### config.mk
export PLATFORM = sky130hd
export DESIGN_NAME = ufss_ctrl
export DESIGN_NICKNAME = d
export VERILOG_FILES = /design/src/hdl/ufss_pkg.sv /design/src/hdl/ufss_ctrl.sv
export SDC_FILE = /design/constraint.sdc
export NUM_CORES = 1
export LEC_CHECK = 0
export ABC_CLOCK_PERIOD_IN_PS = 1720
export BUFFER_PORTS_ARGS = -buffer_cell sky130_fd_sc_hd__buf_2
export CORE_AREA = 5 5 42 44
export CTS_CLUSTER_DIAMETER = 100
export CTS_CLUSTER_SIZE = 30
export DETAILED_ROUTE_END_ITERATION = 8
export DIE_AREA = 0 0 47 49
export PLACE_DENSITY = 0.82
export SYNTH_ARGS = -nofsm -noshare
export SYNTH_HDL_FRONTEND = slang
export SYNTH_SLANG_ARGS = --single-unit
### constraint.sdc
create_clock -name clk -period 1.72 [get_ports clk]
set_input_delay 0.172 -clock clk [delete_from_list [all_inputs] [get_ports clk]]
set_output_delay 0.172 -clock clk [all_outputs]
set_load 0.05 [all_outputs]
### src/hdl/ufss_pkg.sv
// ufss_pkg: shared widths, node record layout, controller states and the
// command/status structs between ufss_ctrl and ufss_dp.
// No dependencies.
`default_nettype none

package ufss_pkg;

  localparam int ID_W       = 12;
  localparam int NODES      = 1 << ID_W;
  localparam int SIZE_W     = 13;
  localparam int TAG_W      = 8;
  localparam int IN_DATA_W  = 2 * ID_W;
  localparam int OUT_DATA_W = ((SIZE_W + 7) / 8) * 8;

  typedef logic [ID_W-1:0]   node_id_t;
  typedef logic [SIZE_W-1:0] set_size_t;
  typedef logic [TAG_W-1:0]  tag_t;

  // tag == current epoch marks a node seen since the last clear
  typedef struct packed {
    tag_t      tag;
    node_id_t  parent;
    set_size_t size;
  } node_rec_t;

  typedef enum logic [3:0] {
    ST_SWEEP,
    ST_IDLE,
    ST_SEEN_RD,
    ST_SEEN_CHK,
    ST_WALK_RD,
    ST_WALK_CHK,
    ST_COMP_RD,
    ST_COMP_WR,
    ST_MERGE,
    ST_MERGE_WIN,
    ST_OUT
  } ctrl_state_t;

  typedef enum logic [1:0] {
    RD_NONE,
    RD_NODE,
    RD_CUR
  } rd_op_t;

  typedef enum logic [2:0] {
    WR_NONE,
    WR_SWEEP,
    WR_NEW,
    WR_COMP,
    WR_LOSER,
    WR_WINNER
  } wr_op_t;

  typedef enum logic [1:0] {
    CUR_HOLD,
    CUR_A,
    CUR_B,
    CUR_PARENT
  } cur_op_t;

  typedef struct packed {
    logic    capture;
    logic    epoch_step;
    logic    side;
    rd_op_t  rd_op;
    wr_op_t  wr_op;
    cur_op_t cur_op;
    logic    root_load;
    logic    out_load;
  } dp_cmd_t;

  typedef struct packed {
    logic tag_match;
    logic at_root;
    logic cur_is_root;
    logic roots_equal;
    logic epoch_last;
    logic sweep_last;
    logic out_free;
  } dp_status_t;

endpackage

`default_nettype wire

### src/hdl/ufss_ctrl.sv
// ufss_ctrl: sequencer for sweep, seen check, root walk, path compression
// and merge. Depends on ufss_pkg.
`default_nettype none

module ufss_ctrl (
  input  wire                  clk,
  input  wire                  rst,
  input  wire                  s_tvalid,
  input  wire                  s_tuser,
  output logic                 s_tready,
  input  ufss_pkg::dp_status_t status,
  output ufss_pkg::dp_cmd_t    cmd
);
  import ufss_pkg::*;

  ctrl_state_t state;
  ctrl_state_t state_next;
  logic        side;
  logic        side_next;
  logic        accept;

  assign s_tready = (state == ST_IDLE);
  assign accept   = s_tvalid && s_tready;

  always_ff @(posedge clk) begin
    if (rst) begin
      state <= ST_SWEEP;
      side  <= 1'b0;
    end else begin
      state <= state_next;
      side  <= side_next;
    end
  end

  always_comb begin
    state_next     = state;
    side_next      = side;
    cmd.capture    = 1'b0;
    cmd.epoch_step = 1'b0;
    cmd.side       = side;
    cmd.rd_op      = RD_NONE;
    cmd.wr_op      = WR_NONE;
    cmd.cur_op     = CUR_HOLD;
    cmd.root_load  = 1'b0;
    cmd.out_load   = 1'b0;
    unique case (state)
      ST_SWEEP: begin
        cmd.wr_op = WR_SWEEP;
        if (status.sweep_last) begin
          state_next = ST_IDLE;
        end
      end
      ST_IDLE: begin
        if (accept) begin
          cmd.capture = 1'b1;
          side_next   = 1'b0;
          if (s_tuser) begin
            cmd.epoch_step = 1'b1;
            if (status.epoch_last) begin
              state_next = ST_SWEEP;
            end
          end else begin
            state_next = ST_SEEN_RD;
          end
        end
      end
      ST_SEEN_RD: begin
        cmd.rd_op  = RD_NODE;
        state_next = ST_SEEN_CHK;
      end
      ST_SEEN_CHK: begin
        if (!status.tag_match) begin
          cmd.wr_op = WR_NEW;
        end
        if (side) begin
          side_next  = 1'b0;
          cmd.cur_op = CUR_A;
          state_next = ST_WALK_RD;
        end else begin
          side_next  = 1'b1;
          state_next = ST_SEEN_RD;
        end
      end
      ST_WALK_RD: begin
        cmd.rd_op  = RD_CUR;
        state_next = ST_WALK_CHK;
      end
      ST_WALK_CHK: begin
        if (status.at_root) begin
          cmd.root_load = 1'b1;
          cmd.cur_op    = side ? CUR_B : CUR_A;
          state_next    = ST_COMP_RD;
        end else begin
          cmd.cur_op = CUR_PARENT;
          state_next = ST_WALK_RD;
        end
      end
      ST_COMP_RD: begin
        if (status.cur_is_root) begin
          if (side) begin
            side_next  = 1'b0;
            state_next = ST_MERGE;
          end else begin
            side_next  = 1'b1;
            cmd.cur_op = CUR_B;
            state_next = ST_WALK_RD;
          end
        end else begin
          cmd.rd_op  = RD_CUR;
          state_next = ST_COMP_WR;
        end
      end
      ST_COMP_WR: begin
        cmd.wr_op  = WR_COMP;
        cmd.cur_op = CUR_PARENT;
        state_next = ST_COMP_RD;
      end
      ST_MERGE: begin
        if (status.roots_equal) begin
          state_next = ST_OUT;
        end else begin
          cmd.wr_op  = WR_LOSER;
          state_next = ST_MERGE_WIN;
        end
      end
      ST_MERGE_WIN: begin
        cmd.wr_op  = WR_WINNER;
        state_next = ST_OUT;
      end
      ST_OUT: begin
        if (status.out_free) begin
          cmd.out_load = 1'b1;
          state_next   = ST_IDLE;
        end
      end
      default: begin
        state_next = ST_IDLE;
      end
    endcase
  end

  a_out_slot: assert property (@(posedge clk) disable iff (rst)
    cmd.out_load |-> status.out_free) else $error("result overwrote a waiting beat");

  a_sweep_hold: assert property (@(posedge clk) disable iff (rst)
    (state == ST_SWEEP && !status.sweep_last) |=> state == ST_SWEEP)
    else $error("sweep left early");

  a_join_start: assert property (@(posedge clk) disable iff (rst)
    (accept && !s_tuser) |=> (state == ST_SEEN_RD && !side))
    else $error("join did not start with node_a");

endmodule

`default_nettype wire

== Word-level counts from Yosys, hierarchy flattened ==
Index checks and enable logic that the tools add are counted.

* Bits in registers: 5
* Bits of input ports: 11
* Output and inout bits: 13
* Word-level logic and storage cells: 55

* Eq/ne operators: 15
* Multiplexer cells: 33
* Reduce and logical (&&, ||, !) cells: 5

{| class="wikitable"
|+ Operators with widths
! cell !! number
|-
| $pmux W4 S11 || 1
|-
| $mux W4 || 7
|-
| $mux W2 || 10
|-
| $eq A4 B3 Y1 const B || 4
|-
| $pmux W3 S5 || 1
|-
| $eq A4 B4 Y1 const B || 3
|-
| $mux W1 || 9
|-
| $eq A4 B2 Y1 const B || 2
|-
| $pmux W2 S4 || 1
|-
| $mux W3 || 2
|-
| $ne A2 B2 Y1 const B || 3
|-
| $pmux W2 S3 || 1
|-
| $eq A4 B1 Y1 const B || 1
|-
| $logic_not A4 Y1 || 1
|-
| $reduce_and A4 Y1 || 1
|-
| $ne A3 B2 Y1 const B || 1
|-
| $pmux W1 S3 || 1
|-
| $reduce_and A3 Y1 || 1
|-
| $reduce_bool A3 Y1 || 1
|-
| $ne A2 B1 Y1 const B || 1
|-
| $logic_and A1 B1 Y1 || 1
|}

== Logic depth before layout (Yosys ltp) ==
Gate-level depths: netlist of the first run.

* Depth after elaboration: 4
* Mapped depth: 6
* Gate-level depth less buffers: 4

== Worst setup path before layout of the first run ==
Ideal clock, no wire load.

* Path kind: flip-flop to output port
* Start: register state[3]
* End: output port cmd[5] (netlist bit)
* Arrival time: 3064 ps
* Setup slack: -1516 ps
* Cell stages (with the launch flop): 4
* Path buffers: 2
* Path through: dfxtp_1 > buf_2 > buf_2 > a2111oi_0

{| class="wikitable"
|+ RTL lines
! item !! RTL line !! RTL
|-
| start: declaration || ufss_ctrl.sv:16 || <nowiki>ctrl_state_t state;</nowiki>
|-
| start signal: assignment || ufss_ctrl.sv:30 || <nowiki>state <= state_next;</nowiki>
|-
| end: declaration || ufss_ctrl.sv:12 || <nowiki>output ufss_pkg::dp_cmd_t cmd</nowiki>
|}

==> results.json, run 1 <==
{
  "outcome": "finished clean",
  "setup_violations": 0,
  "cp-start-kind": "register",
  "rsz0062_at_grt": "no",
  "clock_latency_ns": 0.24,
  "slowest_delay_ns": 0.40,
  "max_freq_mhz": 619,
  "port_buffers": 23,
  "cp-endpoint": "cmd[8]",
  "fin_crit_ns": 1.62,
  "synth_cells": 78,
  "path_cells": "or2b_1 -> a211oi_2 -> buf_2",
  "dieArea_sq_um": 2300,
  "route.detailed.drc": 0,
  "maxCapViolCount": 0,
  "vias": 699,
  "firstDrtPassIters": 4,
  "core-area_sq_um": 1400,
  "async_flop_share_pct": 0,
  "leakagePower_nw": 0.309,
  "pin_count": 24,
  "switching_power_w": 0.000116,
  "via_per_inst": 5.92,
  "syn2layout_area_growth_pct": 33.6,
  "synth_flop_cell": "dfxtp_1",
  "cp.required_ns": 1.55,
  "critPathMaxFanout": 8,
  "worst_slew_pin_slew_ns": 0.325,
  "clock_skew_ns": 0.00637,
  "root_buffer": "clkbuf_4",
  "worstPathArrival_ns": 1.44,
  "cts_max_level": 1,
  "r2r-end": "state[0]$_SDFFE_PP0P_",
  "die_y_microns": 49,
  "track_usage_pct": 15.8,
  "dr.first_iter.drc_count": 12,
  "place.gp.congestion": 0.849,
  "worstRegToRegCells": 5,
  "setup_tns_ns": 0,
  "drive_above_1_share_pct": 48.0,
  "cts_hold_buf": 0,
  "p_sw_share_pct": 32.3,
  "pwr-share-clk_pct": 37.7,
  "dpl.hpwl_microns": 1290,
  "yosys.cell_types.count": 43,
  "antenna_cells_inserted": 0,
  "power_frac_seq_pct": 34.7,
  "mappedNetlistArea_sq_um": 584,
  "cts_tree": "built",
  "crit_start": "state[2]$_SDFFE_PP0P_",
  "start_util_pct": 41.7,
  "max-vdd-ir-drop_uv": 309,
  "grt_max_degree": 16,
  "cts_num_sinks": 5,
  "r2r_slack_ns": 0.31,
  "min_path_type": "input pin to register",
  "yosysSeqAreaShare_pct": 17.1,
  "synth_seq_cells": 5,
  "grt-ovfl-total": 0,
  "synth_edf_count": 0,
  "final.period_utilization_pct": 94.0,
  "power.density_nw_per_um2": 458,
  "rows": 14,
  "clk_pin_slew_ns": 0.05,
  "slew_headroom_pct": 78.3,
  "comb_power_share_pct": 27.7,
  "ant_nets": 0,
  "grt_pass1_wl_microns": 2750,
  "rr_startpoint": "state[1]$_SDFFE_PP0P_",
  "cp-end-kind": "primary output",
  "drv_slew": 0,
  "yosysWarnings": 0,
  "worstSetupPathType": "register to primary output",
  "avgSynthCellArea_sq_um": 7.49,
  "die_w_microns": 47,
  "post_drt_wl_per_cell_microns": 13.9,
  "cts_made_buffers": 3,
  "wirelength_microns": 1640,
  "antenna_found_initial": 0,
  "p_int_w": 0.000242,
  "crit_slowest_cell": "dfxtp_2",
  "hold_viol_final": 0,
  "nets": 114,
  "totalPowerFinal_w": 0.000358,
  "grt_pass1_vias": 649,
  "syn_nets": 89,
  "clockBufferDepth": 2
}
-- how the worst min path moves through the flow --
stage / to / cells after the start / slack, ns / from
after global routing: state[1]$_SDFFE_PP0P_ / 2 / 0.15 / rst
after global placement: state[1]$_SDFFE_PP0P_ / 2 / 0.41 / rst
after detailed placement: state[1]$_SDFFE_PP0P_ / 2 / 0.41 / rst
final: state[1]$_SDFFE_PP0P_ / 2 / 0.15 / rst
after floorplan: state[1]$_SDFFE_PP0P_ / 1 / 0.24 / rst
after CTS: state[1]$_SDFFE_PP0P_ / 2 / 0.15 / rst
-- synth_stat cells, drive strengths merged (3+ instances only) --
library cell	number	area, sq um
o21ai	7	35.0
a21oi	5	28.8
nand2	3	11.3
nor3	6	30.0
buf	7	52.5
nor2	3	13.8
inv	4	15.0
dfxtp	5	100
-- power groups by stage --
stage	clock [W]	sequential, W	combinational (W)
finish	0.000135	0.000124	0.0000990
CTS	0.000140	0.000124	0.0000988
detailed placement	0	0.000126	0.0000966
global route	0.000156	0.000124	0.000106
floorplan	0	0.000121	0.0000688
global placement	0	0.000125	0.0000954
-- cell type report --
cell class | instances | area, sq um
timing repair buffer | 29 | 168
sequential | 5 | 105
clock buffer | 4 | 26.3
inverter | 4 | 15.0
fill | 149 | 621
tap | 16 | 20.0
multi-input combinational | 60 | 447
-- critical path: cells and delay by family (launching register included) --
family / cells / cell delay, ns
buffers and inverters: 1 / 0.29
AO/OA/AOI/OAI: 1 / 0.20
AND/OR/NAND/NOR: 1 / 0.31
flip-flops: 1 / 0.40
-- registers in the layout (all words and copies together), names as in the netlist --
register,count
side,1
state,4
-- per-stage QoR --
step                      hold WS (ns)  setup WS [ns]  utilization (%)  area [sq um]  instances
after floorplan                  0.240         -0.371                -           622         78
after global placement           0.406          0.233             52.9           742        114
after global routing             0.147        0.00284             55.7           781        118
after CTS                        0.154        0.00225             55.3           774        118
final                            0.147          0.104             55.7           781        118
after detailed placement         0.413          0.194             52.9           742        114
-- logic make-up (layout without fill, tap and decap cells) --
group           count (synthesis)  in the layout  share of synthesized area [%]
simple gates                   30             30                           32.3
buf+inv                        13             37                           12.8
flops                           5              5                           17.1
mux                             1              1                           1.71
xor+xnor                        1              1                           1.50
compound gates                 28             28                           34.5
-- timing repair --
item                       in CTS  in global routing
pin swaps                       0                  0
setup endpoints to repair       2                 11
resized for setup               3                  5
setup buffers                   0                  0
-- placed cells by master (no fill, tap or decap), types with 3 or more instances in the layout --
cell	Yosys	routed
clkbuf_4	0	3
nand2_1	3	3
o21ai_0	6	6
buf_2	3	20
a21oi_1	4	3
inv_1	3	3
buf_4	2	9
dfxtp_2	0	4
nor3_1	6	5
-- per-layer routing --
metal	track usage, %	vias to the layer above	part of all wire [%]
met1	19.6	318	42
met4	6.91	0	0.49
li1	-	344	-
met3	5.17	3	9.1
met2	24.2	34	48
met5	0	-	0
Note: power is estimated with default switching activity, not from simulation.
==> run 2, diff against run 1 <==
- CTS_BUF_LIST: not set -> sky130_fd_sc_hd__clkbuf_4 sky130_fd_sc_hd__clkbuf_8
- CTS_CLUSTER_DIAMETER: 100 -> not set
==> run 2 against run 1 <==
Wire length is 0.18% higher. Critical path depth stayed put. Final area is 0.48% higher. Hold slack hardly changed. Maximum frequency hardly changed. Largest power group unchanged. Non-clock buffer count stayed put. Clock power is 12% higher. Setup slack worse by 0.0015 ns.
==> results.json, run 2 (synthesis gave the netlist of run 1 again) <==
{
  "outcome": "finished clean",
  "syn2layout_area_growth_pct": 34.3,
  "multi_input_area_sq_um": 447,
  "largest_registers": "state x4, side x1",
  "port_buffers": 23,
  "route.detailed.drc": 0,
  "placed_area_sq_um": 742,
  "nets": 114,
  "max_freq_mhz": 618,
  "postLayoutCoreUtil_pct": 56.0,
  "postLayoutSetupSlackWorst_ns": 0.102,
  "dpl.hpwl_microns": 1290,
  "worstRegToRegCells": 5,
  "worstHoldStart": "rst",
  "worst_slew_pin_slew_ns": 0.325,
  "clock_latency_ns": 0.24,
  "core-area_sq_um": 1400,
  "dieArea_sq_um": 2300,
  "setup_tns_ns": 0,
  "cp-end-kind": "primary output",
  "vias": 699,
  "slowest_delay_ns": 0.40,
  "firstDrtPassIters": 4,
  "min_path_type": "input pin to register",
  "grt_max_degree": 16,
  "max-vdd-ir-drop_uv": 373,
  "pre_cts_slack_ns": 0.194,
  "slew_headroom_pct": 78.3,
  "start_util_pct": 41.7,
  "pin_count": 24,
  "top_usage_layer": "met2",
  "worstSetupPathType": "register to primary output",
  "clk_pin_slew_ns": 0.05,
  "ant_nets": 0,
  "top_register": "state",
  "cts_num_sinks": 5,
  "cts_tree": "built",
  "crit_cells": 3,
  "cts_hold_buf": 0,
  "antenna_found_initial": 0,
  "cts_max_level": 1,
  "setup_violations": 0,
  "r2r-end": "state[0]$_SDFFE_PP0P_",
  "layout_commonest_cell": "buf_2",
  "rsz0062_at_grt": "no",
  "wirelength_microns": 1650,
  "fillers": 147,
  "fin_crit_ns": 1.62,
  "r2r_slack_ns": 0.31,
  "crit_slowest_cell": "dfxtp_2",
  "grt_use_met1_pct": 19.6,
  "power.density_nw_per_um2": 477,
  "grt_pass1_wl_microns": 2750,
  "hold_ws_ns": 0.147,
  "final_cell_area_sq_um": 785,
  "grt-ovfl-total": 0,
  "die_y_microns": 49,
  "antenna_cells_inserted": 0,
  "critPathMaxFanout": 8,
  "gr-usage-met2_pct": 24.2,
  "dr.first_iter.drc_count": 12,
  "die_w_microns": 47,
  "hold-path-cell-count": 2,
  "drive_above_1_share_pct": 49.0,
  "clockBufferDepth": 2,
  "drv_slew": 0,
  "critPathTopFamily": "flip-flops",
  "place.gp.congestion": 0.849,
  "path_cells": "or2b_1 -> a211oi_2 -> buf_2",
  "grt_pass1_vias": 649,
  "root_buffer": "clkbuf_4",
  "clock_skew_ns": 0.00559,
  "use_met3_pct": 5.17,
  "cp.required_ns": 1.55,
  "cp-start-kind": "register",
  "final.period_utilization_pct": 94.1,
  "worst-path-buf-inv": 1,
  "largest_reg_flops": 4,
  "cts_made_buffers": 3,
  "holdPathEnd": "state[1]$_SDFFE_PP0P_",
  "via_per_inst": 5.92,
  "regArea_sq_um": 105,
  "post_drt_wl_per_cell_microns": 14.0,
  "track_usage_pct": 15.8,
  "worstPathArrival_ns": 1.45,
  "leakagePower_nw": 0.312,
  "rows": 14,
  "maxCapViolCount": 0,
  "most-common-layout-cells": "20 x buf_2, 9 x buf_4, 6 x o21ai_0, 5 x nor3_1",
  "rr_startpoint": "state[1]$_SDFFE_PP0P_",
  "hold_viol_final": 0
}
-- run 2: cell types whose count changed in the layout (fill, tap and decap cells not counted) --
cell	delta
clkbuf_1	-1
clkbuf_4	+1
-- run 2: worst reg2reg max path, stage by stage (launching register included) --
cell      delay [ns]
dfxtp_2         0.38
buf_4           0.22
a21boi_0        0.27
a21oi_1         0.08
o31ai_1         0.25
o31a_1          0.15
-- run 2: cell type report --
cell class              count  share of cell area [%]
clock buffers               4                    3.83
inverters                   4                    1.91
multi-input cells          60                    56.9
flip-flops and latches      5                    13.4
well taps                  16                    2.55
repair buffers             29                    21.4
-- run 2: metal layers --
| layer | part of all wire (%) | routed length [microns] |
|---|---|---|
| met5 | 0 | 0 |
| met4 | 0.49 | 8 |
| met3 | 9.0 | 149 |
| met2 | 48 | 795 |
| met1 | 42 | 694 |
-- run 2: worst max-delay path by stage --
stage,slack (ns),startpoint,to
after global routing,0.004,state[2]$_SDFFE_PP0P_,cmd[8]
final,0.10,state[2]$_SDFFE_PP0P_,cmd[8]
after detailed placement,0.19,state[0]$_SDFFE_PP0P_,cmd[5]
after CTS,0.001,state[2]$_SDFFE_PP0P_,cmd[8]
after floorplan,-0.37,state[3]$_SDFFE_PP0P_,cmd[10]
after global placement,0.23,state[3]$_SDFFE_PP0P_,state[0]$_SDFFE_PP0P_
-- run 2: report_power, final --
group	total, W	internal (W)	switching [W]
sequential	0.000124	0.000119	0.00000497
combinational	0.0000990	0.0000355	0.0000635
clock	0.000151	0.000103	0.0000478
total	0.000374	0.000258	0.000116
-- run 2: repair_timing --
| action | CTS | global route |
|---|---|---|
| gates resized for setup | 3 | 5 |
| pin swaps | 0 | 0 |
| setup buffers | 0 | 0 |
| endpoints found under the setup margin | 2 | 11 |
-- run 2: metrics by stage --
step	std cells	total power, W
after floorplan	78	0.000190
after global routing	118	0.000402
after CTS	118	0.000379
final	118	0.000374
after detailed placement	114	0.000222
after global placement	114	0.000220
